### src/rtl/ffha_ram.sv
module ffha_ram #(
    parameter int WIDTH = 8,
    parameter int DEPTH = 256
) (
    input  logic                     clk,
    input  logic                     we,
    input  logic [$clog2(DEPTH)-1:0] waddr,
    input  logic [WIDTH-1:0]         wdata,
    input  logic [$clog2(DEPTH)-1:0] raddr,
    output logic [WIDTH-1:0]         rdata
);

    logic [WIDTH-1:0] mem [DEPTH];

    always_ff @(posedge clk)
    begin
        if (we)
        begin
            mem[waddr] <= wdata;
        end
        rdata <= mem[raddr];
    end

endmodule

### config.mk
export PLATFORM = sky130hd
export DESIGN_NAME = ffha_ram
export DESIGN_NICKNAME = d
export VERILOG_FILES = /design/src/rtl/ffha_ram.sv
export SDC_FILE = /design/constraint.sdc
export NUM_CORES = 2
export LEC_CHECK = 0
export ABC_AREA = 1
export BUFFER_PORTS_ARGS = -buffer_cell sky130_fd_sc_hd__buf_2
export CAP_MARGIN = 30
export CELL_PAD_IN_SITES_DETAIL_PLACEMENT = 0
export CELL_PAD_IN_SITES_GLOBAL_PLACEMENT = 1
export CORE_UTILIZATION = 54
export CTS_BUF_LIST = sky130_fd_sc_hd__clkbuf_2 sky130_fd_sc_hd__clkbuf_4 sky130_fd_sc_hd__clkbuf_8
export CTS_CLUSTER_SIZE = 24
export DETAILED_ROUTE_END_ITERATION = 6
export PLACE_DENSITY = 0.83
export SLEW_MARGIN = 20
export SYNTH_ARGS = -nofsm -noshare
export SYNTH_HDL_FRONTEND = slang
export SYNTH_SLANG_ARGS = --single-unit
### constraint.sdc
create_clock -name clk -period 2.4 [get_ports clk]
set_clock_uncertainty 0.1 [all_clocks]
set_input_delay 0.36 -clock clk [delete_from_list [all_inputs] [get_ports clk]]
set_output_delay 0.36 -clock clk [all_outputs]
set_load 0.05 [all_outputs]
* Word level (Yosys, flattened, before mapping) *
Memory sizes are Yosys's and may differ from the RTL's. A register that Yosys moved wholly into a read port is not among the register bits.
Cells that the tools add are included.

storage, ports and cells
  logic and storage cells = 3
  bits in registers = 0
  memories kept = 1
  bits in writable memories = 2048
  output and inout port bits = 8

cells by class
  muxes and demuxes = 2

memory list
  name  words  width  rd ports  clocked after memory_dff  wr ports  line  source
  mem   256    8      1         1                         1         13    logic [WIDTH-1:0] mem [DEPTH];

operator list
  operator          number
  1-bit 2-to-1 mux  2

* Logic depth before layout (Yosys ltp) *
  word-level depth = 2
  mapped depth = 15
  mapped depth without buffers = 11

* Worst setup path before layout *
OpenSTA, ideal clock, no wires.

  path kind = input to register
  start = input we
  end = memory mem[162][0], enable pin
  arrival = 1.481 ns
  path slack = 0.449 ns
  buffers on the path = 2
  stages = 4
  cell sequence = clkbuf_1 > nand3_1 > clkbuf_1 > nor2_1

on the way
  longest elaborated chain between the ends = 2

ends and longest elaborated chain
  what                                    line  source
  start: declaration                      6     input logic we,
  1-bit 2-to-1 mux                        17    if (we)
  1-bit 2-to-1 mux (not written as such)  19    mem[waddr] <= wdata;
  end: declaration                        13

Every way passes these cells.

* Worst setup path in the final report *
  start = register rdata[6] (read register of mem)
  end = output rdata[6]

RTL lines
  what                line  source
  start: declaration  10    output logic [WIDTH-1:0] rdata

No word-level cell between the ends.

==> results by group <==
Critical path
  – CP arrival: 1860 ps
  – Reg-to-Reg Start: mem[169][2]$_DFFE_PP_
  – Critical Path, Cell by Cell: buf_2
  – Startpoint Class: register
  – Worst path slowest cell: dfxtp_1
  – CP Data Required Time: 1940 ps
  – Worst path max stage delay: 480 ps
  – CP Max Fanout: 1
  – R2R setup slack: 110 ps
  – Crit path max-delay family: flip-flops
  – Reg2Reg Capture Point: rdata[2]$_DFF_P_
  – Crit. End Element: primary output
  – CP Buf/Inv Count: 1
  – Critical path type: register to primary output
  – Reg2reg path depth: 11

Finish
  – Share of cells above drive strength 1: 15.6%
  – Finished Cell Area: 96900 µm²
  – Area Overhead vs Synth: 16.2%
  – Nets: 7617

CTS
  – Worst skew pair latency: 1040 ps
  – CTS buffer count: 341
  – Htree depth: 5
  – Clock slew at reported path FFs: 60 ps
  – TritonCTS clock tree: done
  – Clock buffer depth: 4
  – Clock sinks: 2056
  – Clk root buf: clkbuf_8

Synth
  – Syn. warnings: 0
  – Post-synth top cells: 2123 x nand2_1, 2048 x edfxtp_1, 2019 x nand3_1
  – Sequential area share after synthesis: 73.9%
  – Most common cell in the netlist: nand2_1
  – Post-synth ARST share: 0%
  – Cell count after synthesis: 7003
  – Ys flop type: edfxtp_1
  – Area leader, netlist: edfxtp_1
  – Synth top area cells: edfxtp_1 74%, nand3_1 12%, nand2_1 9.6%, buf_2 1.6%, nor2_1 1.3%
  – Post-Syn Area: 83400 µm²
  – Cell variety after synth: 14
  – Net Count, Synth: 7029
  – Synth top area share: 73.7%
  – EDFF count, synth: 2048
  – #FFs+latches synth: 2056
  – Synth Area per Inst: 11.9 µm²

Floorplanning
  – Rows: 143
  – Die X: 395 µm
  – Core Footprint: 153000 µm²
  – Initial core utilization: 54.6%
  – Ports: 34
  – Die height: 395 µm
  – Die ar.: 156000 µm²

Pwr
  – Sw frac: 23.2%
  – VDD IR max: 0.000616 V
  – Sequential Power Share: 53.7%
  – Comb pwr share: 7.1%
  – Leak Pwr: 0.0352 µW
  – Internal power: 56800 µW
  – Clock network fraction of total power: 39.3%
  – PD cells: 762 nW/µm²
  – Switching Power: 17100 µW

GRT
  – Number of global-route vias before repair: 55300
  – Global Route Usage Sum: 30.0%
  – First-pass GRT wire length: 349 mm
  – Largest net degree at the start of global routing: 74
  – Initial antenna violation count: 6
  – Total grt overflow: 0

Timing
  – Final Cycle Share: 96.8%
  – Max Fclk: 0.431 GHz
  – Hold Slack: 141 ps
  – Rel. slew slack: 36.3%
  – Tmin final: 2320 ps
  – Endpoints failing setup: 0
  – Slew Viols, Final: 0
  – Worst slew pin tran: 954 ps
  – RSZ-0062 raised after global routing: false
  – Final Hold Violating Endpoints: 0

Outcome
  – Status: completed

Hold path
  – Hold_sp: waddr[1]
  – WHS Path Cells: 6
  – Worst hold path endpoint: mem[203][4]$_DFFE_PP_
  – Worst Hold Class: input port to register

Place
  – Gpl congestion: 0.902
  – Placed Instance Area: 90500 µm²
  – Hpwl dp: 145 mm
  – Input/output buffers: 33

Drt
  – Initial DRC count: 7261
  – WL final: 235 mm
  – # DRC: 0
  – Drt wl/cell: 23.8 µm
  – TritonRoute pass-1 iters: 6
  – Post-route ant nets: 0
  – Vias: 58000
  – Via density: 5.88

Run
  – Max cap viols: 0
-- registers in the layout, summed over array words and instances, names as in the netlist --
register / cells
rdata: 8
mem: 2048
-- power by group through the flow --
stage / Combinational, µW / Clock, µW / Sequential (µW)
2_1_floorplan: 2440 / 0 / 40400
3_3_place_gp: 5070 / 0 / 40400
3_5_place_dp: 5120 / 0 / 40400
4_1_cts: 5160 / 29300 / 39600
5_1_grt: 5560 / 30800 / 39600
6_report: 5220 / 29000 / 39600
-- kinds of logic (layout without fill, tap and decap cells) --
kind of cell           after synthesis  count (layout)  synth area share (%)
AND/OR/NAND/NOR                   4425            4425                  22.9
other                                0               4                     0
buffers and inverters              522            1345                  3.12
flip-flops                        2056            2056                  73.9
-- layout by cell type, fill, tap and decap left out --
cell type / n
nor2_1: 283
inv_2: 1
clkinv_2: 29
buf_4: 562
nand3_1: 2017
nand3_2: 2
inv_16: 1
clkbuf_4: 115
edfxtp_1: 2048
nand2_1: 2123
clkinvlp_4: 1
inv_8: 2
inv_6: 1
inv_4: 1
inv_1: 34
buf_12: 125
bufinv_16: 4
buf_8: 11
clkbuf_8: 350
dfxtp_1: 8
buf_2: 17
diode_2: 4
dlygate4sd3_1: 13
clkinv_1: 78
-- per-layer routing --
layer	share of wire, %	track usage [%]
met5	0.0034	0
met4	3.4	11.3
met1	39	42.1
met3	11	6.88
met2	46	45.9
-- cell type report --
cell class	count	area, µm²
Tap cell	2030	2540
Clock buffer	465	5680
Timing Repair Buffer	728	7100
Inverter	39	180
Multi-Input combinational cell	4425	19100
Antenna cell	4	10.0
Fill cell	11500	55700
Sequential cell	2056	61700
Clock inverter	113	574
-- worst reg2reg max path: stages (launching register included) --
cell and delay [ps]:
edfxtp_1 360, nand2_1 70, nand3_1 90, nand3_1 130, nand3_1 130, nand3_1 230
nand3_2 170, nand3_2 130, nand2_1 80, nand2_1 60, dlygate4sd3_1 560, nand2_1 60
-- through the flow --
stage	total power, µW	instances	util (%)	setup TNS [ps]	setup slack (ps)
floorplan	42900	7003	-	0	449
CTS	74100	9856	63.5	0	28.5
detailed placement	45500	9265	59.3	-4080	-496
global placement	45500	9265	59.3	-3470	-499
global route	76000	9857	63.5	0	38.2
finish	73900	9860	63.5	0	77.9
-- how the worst max path moves through the flow --
stage,from,to,slack [ps],depth (start not counted)
floorplan,we,mem[162][0]$_DFFE_PP_,450,4
global placement,raddr[1],rdata[5]$_DFF_P_,-500,13
detailed placement,raddr[1],rdata[5]$_DFF_P_,-500,13
CTS,rdata[1]$_DFF_P_,rdata[1],30,1
global route,mem[183][2]$_DFFE_PP_,rdata[2]$_DFF_P_,40,11
finish,rdata[6]$_DFF_P_,rdata[6],80,1
-- repair_timing --
action / 4_1_cts / 5_1_grt
resized for setup: 3 / 2
endpoints found under the setup margin: 3 / 1
endpoints found under the hold margin: 2044 / 0
buffers inserted: 0 / 0
cloned: 0 / 0
hold buffers: 13 / 0
(Power assumes the default switching activity.)
