File: src/rtl/ffha_pkg.sv
package ffha_pkg;

    localparam int POOL_BYTES   = 4096;
    localparam int HEADER_BYTES = 16;
    localparam int ADDR_W       = $clog2(POOL_BYTES);
    localparam int SIZE_W       = 12;
    localparam int POOL_W       = 13;
    localparam int SUM_W        = 14;

    localparam logic OP_ALLOC   = 1'b0;
    localparam logic OP_RELEASE = 1'b1;

    localparam logic STATUS_DONE  = 1'b0;
    localparam logic STATUS_NOFIT = 1'b1;

    typedef struct packed {
        logic              op;
        logic [11:0]       request_bytes;
        logic [11:0]       release_offset;
    } cmd_t;

    typedef struct packed {
        logic              status;
        logic [11:0]       payload_offset;
    } result_t;

    typedef struct packed {
        logic              free;
        logic [SIZE_W-1:0] size;
    } hdr_t;

    localparam int HDR_W = $bits(hdr_t);

    typedef enum logic [2:0] {
        ST_INIT,
        ST_IDLE,
        ST_CHECK,
        ST_MARK,
        ST_REL_WR
    } state_t;

endpackage

File: src/rtl/ffha_walk.sv
module ffha_walk
    import ffha_pkg::*;
(
    input  logic                  clk,
    input  logic                  rst_n,
    input  logic                  start,
    input  cmd_t                  cmd,
    input  logic                  relayout,
    input  logic [POOL_W-1:0]     pool,
    output logic                  busy,
    output logic                  cfg_ready,
    output logic                  done,
    output result_t               result,
    output logic                  mem_we,
    output logic [ADDR_W-1:0]     mem_waddr,
    output hdr_t                  mem_wdata,
    output logic [ADDR_W-1:0]     mem_raddr,
    input  hdr_t                  mem_rdata
);

    state_t              state_reg, state_next;
    logic [ADDR_W-1:0]   cur_reg, cur_next;
    logic [SIZE_W-1:0]   req_reg, req_next;
    logic                done_reg, done_next;
    result_t             res_reg, res_next;

    logic                fit;
    logic                split;
    logic [SUM_W-1:0]    next_hdr;
    logic [SUM_W-1:0]    split_hdr;
    logic [SUM_W-1:0]    split_limit;
    logic [SIZE_W-1:0]   rest_size;
    logic [ADDR_W-1:0]   rel_hdr;

    always_ff @(posedge clk or negedge rst_n)
    begin
        if (!rst_n)
        begin
            state_reg <= ST_INIT;
            done_reg  <= 1'b0;
        end
        else
        begin
            state_reg <= state_next;
            done_reg  <= done_next;
        end
    end

    always_ff @(posedge clk)
    begin
        cur_reg <= cur_next;
        req_reg <= req_next;
        res_reg <= res_next;
    end

    assign fit         = mem_rdata.free && (mem_rdata.size >= req_reg);
    assign next_hdr    = SUM_W'(cur_reg) + SUM_W'(HEADER_BYTES) + SUM_W'(mem_rdata.size);
    assign split_hdr   = SUM_W'(cur_reg) + SUM_W'(HEADER_BYTES) + SUM_W'(req_reg);
    assign split_limit = SUM_W'(req_reg) + SUM_W'(HEADER_BYTES);
    assign split       = (SUM_W'(mem_rdata.size) > split_limit)
                         && (split_hdr < SUM_W'(POOL_BYTES));
    assign rest_size   = SIZE_W'(SUM_W'(mem_rdata.size) - split_limit);
    assign rel_hdr     = ADDR_W'(cmd.release_offset - 12'(HEADER_BYTES));

    always_comb
    begin
        state_next = state_reg;
        cur_next   = cur_reg;
        req_next   = req_reg;
        done_next  = 1'b0;
        res_next   = res_reg;
        mem_we     = 1'b0;
        mem_waddr  = cur_reg;
        mem_wdata  = mem_rdata;
        mem_raddr  = cur_reg;

        case (state_reg)
            ST_INIT:
            begin
                mem_we         = 1'b1;
                mem_waddr      = '0;
                mem_wdata.free = 1'b1;
                mem_wdata.size = SIZE_W'(pool - POOL_W'(HEADER_BYTES));
                state_next     = ST_IDLE;
            end
            ST_IDLE:
            begin
                if (start)
                begin
                    req_next = cmd.request_bytes;
                    res_next = '{status: STATUS_DONE, payload_offset: '0};
                    if (cmd.op == OP_ALLOC)
                    begin
                        cur_next   = '0;
                        mem_raddr  = '0;
                        state_next = ST_CHECK;
                    end
                    else if (cmd.release_offset >= 12'(HEADER_BYTES))
                    begin
                        cur_next   = rel_hdr;
                        mem_raddr  = rel_hdr;
                        state_next = ST_REL_WR;
                    end
                    else
                    begin
                        done_next = 1'b1;
                    end
                end
            end
            ST_CHECK:
            begin
                if (fit)
                begin
                    res_next = '{status: STATUS_DONE,
                                 payload_offset: 12'(cur_reg + ADDR_W'(HEADER_BYTES))};
                    mem_we = 1'b1;
                    if (split)
                    begin
                        mem_waddr      = ADDR_W'(split_hdr);
                        mem_wdata.free = 1'b1;
                        mem_wdata.size = rest_size;
                        state_next     = ST_MARK;
                    end
                    else
                    begin
                        mem_waddr      = cur_reg;
                        mem_wdata.free = 1'b0;
                        mem_wdata.size = mem_rdata.size;
                        done_next      = 1'b1;
                        state_next     = ST_IDLE;
                    end
                end
                else if (next_hdr >= SUM_W'(pool))
                begin
                    res_next   = '{status: STATUS_NOFIT, payload_offset: '0};
                    done_next  = 1'b1;
                    state_next = ST_IDLE;
                end
                else
                begin
                    cur_next  = ADDR_W'(next_hdr);
                    mem_raddr = ADDR_W'(next_hdr);
                end
            end
            ST_MARK:
            begin
                mem_we         = 1'b1;
                mem_waddr      = cur_reg;
                mem_wdata.free = 1'b0;
                mem_wdata.size = req_reg;
                done_next      = 1'b1;
                state_next     = ST_IDLE;
            end
            ST_REL_WR:
            begin
                mem_we         = 1'b1;
                mem_waddr      = cur_reg;
                mem_wdata.free = 1'b1;
                mem_wdata.size = mem_rdata.size;
                done_next      = 1'b1;
                state_next     = ST_IDLE;
            end
            default:
            begin
                state_next = ST_INIT;
            end
        endcase

        if (relayout)
        begin
            state_next = ST_INIT;
        end
    end

    assign busy      = (state_reg != ST_IDLE);
    assign cfg_ready = (state_reg == ST_IDLE) && !start;
    assign done      = done_reg;
    assign result    = res_reg;

endmodule

File: config.mk
export PLATFORM = sky130hd
export DESIGN_NAME = ffha_walk
export DESIGN_NICKNAME = d
export VERILOG_FILES = /design/src/rtl/ffha_pkg.sv /design/src/rtl/ffha_walk.sv
export SDC_FILE = /design/constraint.sdc
export NUM_CORES = 1
export LEC_CHECK = 0
export BUFFER_PORTS_ARGS = -buffer_cell sky130_fd_sc_hd__buf_2
export CAP_MARGIN = 20
export CORE_MARGIN = 3
export CORE_UTILIZATION = 50
export DETAILED_ROUTE_END_ITERATION = 6
export PLACE_DENSITY_LB_ADDON = 0.08
export SYNTH_ARGS = -nofsm -noshare
export SYNTH_HDL_FRONTEND = slang
export SYNTH_SLANG_ARGS = --single-unit
File: constraint.sdc
create_clock -name clk -period 6.4 [get_ports clk]
set_clock_uncertainty 0.1 [all_clocks]
set_input_delay 0.96 -clock clk [delete_from_list [all_inputs] [get_ports clk]]
set_output_delay 0.96 -clock clk [all_outputs]
set_load 0.01 [all_outputs]
# --- Yosys cells after proc, flatten, opt, wreduce, memory -nomap -nowiden ---
# Index checks and enable logic that the tools add are counted.
totals:
  register_bits: 41
  wordCells: 73
classes:
  addsub: 8
  order_cmp: 5
  n_eq_ne: 10
  n_mux: 33
  reduce_logical: 11
op_table:
  columns: ["op", "count"]
  rows:
  - ["two-way mux 12 bit", 7]
  - ["two-way mux 13 bit", 5]
  - ["case mux 13 bit (4 select lines)", 1]
  - ["case mux 12 bit (2 select lines)", 2]
  - ["adder 12 x 5 -> 13 bit (second input constant)", 2]
  - ["case mux 13 bit (2 select lines)", 1]
  - ["subtractor 12 x 5 -> 12 bit (second input constant)", 2]
  - ["two-way mux 3 bit", 6]
  - ["adder 13 x 12 -> 14 bit", 1]
  - ["adder 14 x 12 -> 14 bit", 1]
  - ["greater-or-equal comparator 14 x 13 -> 1 bit", 1]
  - ["less-than comparator 14 x 13 -> 1 bit (second input constant)", 1]
  - ["greater-than comparator 12 x 13 -> 1 bit", 1]
  - ["adder 12 x 5 -> 12 bit (second input constant)", 1]
  - ["greater-or-equal comparator 12 bit", 1]
  - ["greater-or-equal comparator 12 x 5 -> 1 bit (second input constant)", 1]
  - ["subtractor 12 bit", 1]
  - ["case mux 3 bit (3 select lines)", 1]
  - ["!= test 4 bit (second input constant)", 2]
  - ["two-way mux 1 bit", 7]
  - ["== test 3 x 2 -> 1 bit (second input constant)", 2]
  - ["!= test 3 bit (second input constant)", 2]
  - ["AND reduction 3 bit", 2]
  - ["== test 3 x 1 -> 1 bit (second input constant)", 1]
  - ["13 further kinds", 15]

# --- Longest topological paths before layout ---
depth:
  word_depth: 8
  mapped_depth: 21

# --- Worst setup path before layout ---
# Ideal clock, no wire load.
synth_timing:
  kind: "input to output"
  startpoint: "input mem_rdata[0] (netlist name)"
  endpoint: "output mem_raddr[0]"
  arrival_ns: 4.631
  required_ns: 5.340
  setup_slack_ns: 0.709
  cell_stages: 17
  cell_sequence: "ha_1 > fa_1 > a21oi_1 > o21ai_0 > o211a_1 > o21ai_0 > nand2b_1 > xor2_1 > ha_1 > a21o_1 > a211o_1 > a221oi_4 > o21ai_2 > a211o_1 > buf_6 > a211o_4 > a221o_1"
synth_via:
  elab_chain_len: 5
  elab_cells_between_ends: 7
  classes_between: "add/sub: 1; order compare: 2; mux: 3; reduce/logical: 1"
synth_rtl:
  columns: ["element", "line", "source"]
  rows:
  - ["start, declared", "ffha_walk.sv:18", "input hdr_t mem_rdata"]
  - ["adder 14 x 12 -> 14 bit", "ffha_walk.sv:57", "assign next_hdr = SUM_W'(cur_reg) + SUM_W'(HEADER_BYTES) + SUM_W'(mem_rdata.size);"]
  - ["greater-or-equal comparator 14 x 13 -> 1 bit", "ffha_walk.sv:133", "else if (next_hdr >= SUM_W'(pool))"]
  - ["two-way mux 12 bit", "ffha_walk.sv:133", null]
  - ["two-way mux 12 bit *", "ffha_walk.sv:112", "if (fit)"]
  - ["case mux 12 bit (2 select lines) *", null, null]
  - ["end, declared", "ffha_walk.sv:17", "output logic [ADDR_W-1:0] mem_raddr,"]
# Every way passes the cells marked *; elsewhere a longest branch is shown, timed or not.

# --- Worst setup path after layout ---
layout_timing:
  startpoint: "input mem_rdata[0] (netlist name)"
  endpoint: "output mem_raddr[11]"
# The elaborated chain is that of the path after synthesis.

==> results.md <==
* N_diodes at 0
* Syn. warnings at 0
* Flops & latches, synth at 41
* Drt initial violations at 404
* H-tree depth at 2
* Largest net degree at the start of global routing at 25
* Total GRT Usage at 0.299
* Startpoint types: input port
* Crit path launch: mem_rdata[0]
* CP cell instances: buf_2 -> ha_1 -> fa_1 -> a21oi_1 -> o21ai_1 -> o211a_1 -> o21ai_0 -> nand2b_1 -> xor2_2 -> ha_1 -> nand4_1 -> nor2_1 -> a211o_1 -> a221oi_4 -> o21ai_2 -> a211o_4 -> a211o_4 -> a221o_1 -> buf_2
* Cell family with most CP delay: compound AO/OA/AOI/OAI gates
* Post-synthesis net count at 742
* Syn-to-layout area delta at 16.6%
* Slew @ Worst Pin at 1.02 ns
* CP max stage delay at 0.42 ns
* I/O Buffers at 108
* Starting Density at 0.515
* Fmax at 163 MHz
* Crit path max fanout at 7
* CORE AREA at 9820 um^2
* Netlist cell types at 64
* Reg2reg path depth at 16
* Arr. time, crit path at 5.08 ns
* Die span in x at 107 um
* GPL Wtd Cong at 1.02
* Fin crit share at 0.960
* CTS Root Cell: clkbuf_8
* Post-DP Area at 5740 um^2
* Crit path kind: in -> out
* P_leak at 2.77 nW
* WL met3 at 1.16 mm
* Pwr dens at 420 nW/um^2
* Post-Syn Area at 5050 um^2
* Yosys top cell by area: ha_1
* Via Count at 5162
* Max Used Layer: met4
* FP Rows at 36
* Number of slew-limit violations in the final report at 0
* Crit. End Element: output port
* Max cap viols at 0
* Fin area at 5890 um^2
* TritonCTS Sinks at 41
* Number of global-route vias before repair at 5008
* Antenna violations before repair at 0
* Slew margin rel. at 0.314
* Final wirelength at 16.8 mm
* Nets at 845
* Worst Path Required at 5.34 ns
* Top-Level Pins at 109
* Final hold violation count at 0
* Gate count of the mapped netlist at 618
* Peak VDD IR at 0.000205 V
* EDFF count, synth at 25
* Final setup viols at 0
* Postcts setup bufs at 0
* FF-to-FF Start: cur_reg[6]
* Via density at 6.04
* Status: complete, no violations
* Initial DRT Pass Iterations at 5
* Top cells by count, synth: 66 x ha_1, 56 x nand2_1, 46 x a21oi_1
* CTS tree: yes
* Routed met2 length at 7.69 mm
* RSZ-0062 raised after global routing: no
* Max reg flops at 13
* Hold WC Path Type: in -> async
* Tmin final at 6.14 ns
* Top post-synthesis cells by area: ha_1 16%, edfxtp_1 15%, xnor2_1 5.7%
* Synth Area per Inst at 8.18 um^2
* ANT nets after route at 0
* CTS buffer count at 5
* First-pass GRT wire length at 26.4 mm
* Bufs and invs on worst path at 2
* Top-count cell post-synth: ha_1
* DIE AREA at 11300 um^2
* Met1 Wirelength at 7.36 mm
* Post-synth top area share at 0.163
* Fraction of layout instances using a drive strength above 1 at 0.202
* Sequential area share after synthesis at 0.216
* Critical path depth at 19
* WL/cell at 19.6 um
* Clock Pin Slew Worst Setup and Hold Paths at 0.09 ns
* Worst-Skew Late Latency at 0.32 ns
* Total gr overflow at 0
* Die span in y at 107 um
* DPL Wire Length at 13.6 mm
* Post-synth ARST share at 0.0976
* Residual DRC count at 0
* Clk buf depth at 2
* Post-synth top flop: edfxtp_1
* Slowest CP cell: fa_1
* Setup TNS at 0 ns
[metal layers]
layer / up-vias / GRT usage
met3: 30 / 0.0516
met4: 0 / 0.122
met5: - / 0
met1: 2402 / 0.397
li1: 2512 / -
met2: 218 / 0.483
[cells by family (layout without fill, tap and decap cells)]
group	count (synthesis)	after routing	synth area share
mux	5	5	0.00991
simple gates	178	178	0.173
fa+ha+maj	69	69	0.175
xor+xnor	50	50	0.0867
flops	41	41	0.216
buf+inv	66	170	0.0518
compound gates	209	209	0.288
[area by class of cell]
cell class / instances / area, um^2
clock buffer: 6 / 93.8
clock inverter: 2 / 11.3
fill: 942 / 3930
inverter: 43 / 161
multi-input combinational: 511 / 3740
sequential: 41 / 1090
tap: 133 / 166
timing repair buffer: 119 / 623
[path summary, 6_finish.rpt]
check                                 to  slack, ns
min in group clk              cur_reg[5]       0.46
max in group asynchronous   state_reg[1]       5.74
setup / recovery           mem_raddr[11]       0.26
hold / removal                      done       0.33
hold reg to reg               cur_reg[5]       0.46
setup reg to reg             cur_reg[11]       1.65
[worst reg2reg max path, cell delays in order (launching register included)]
cell	delay, ns
dfxtp_1	0.57
nand3_1	0.16
or2_2	0.36
xnor2_1	0.37
ha_1	0.36
a21o_1	0.20
nor2_1	0.14
xnor2_1	0.22
ha_1	0.32
nand4_1	0.13
nor2_1	0.06
a211o_1	0.30
a221oi_4	0.23
o21ai_2	0.08
a211o_4	0.31
a211o_4	0.38
a221o_1	0.37
[timing repair]
action / in CTS / in global routing
hold buffers: 0 / 0
endpoints found under the setup margin: 0 / 12
resized for setup: 0 / 7
[report_power, final]
group          internal [mW]  total (mW)  switching (mW)  leakage (nW)
logic                  0.768        1.81            1.04          2.33
registers              0.350       0.459           0.109         0.391
clock network         0.0993       0.204           0.105        0.0500
total                   1.22        2.48            1.26          2.77
[placed cells by master, fill, tap and decap left out, types with 10 or more instances in the layout]
cell	instances
buf_2	108
ha_1	65
nand2_1	56
a21oi_1	46
inv_1	43
o21ai_0	41
nor2_1	36
xnor2_1	33
edfxtp_1	25
a21o_1	18
nand3_1	15
xor2_1	15
and3_1	15
o22ai_1	13
a22oi_1	11
dfxtp_1	11
nor3_1	10
a2bb2oi_1	10
buf_4	10
[metrics by stage]
step | power [mW] | util | cells | hold slack, ns | worst slack [ns]
CTS | 2.44 | 0.595 | 854 | 0.319 | 0.0549
floorplan | 1.67 | - | 618 | 0.476 | 0.709
detailed placement | 2.22 | 0.584 | 846 | 0.479 | 0.217
finish | 2.48 | 0.600 | 855 | 0.332 | 0.258
global placement | 2.20 | 0.584 | 846 | 0.474 | 0.296
global route | 2.68 | 0.600 | 855 | 0.320 | 0.0208
(Power assumes the default switching activity.)
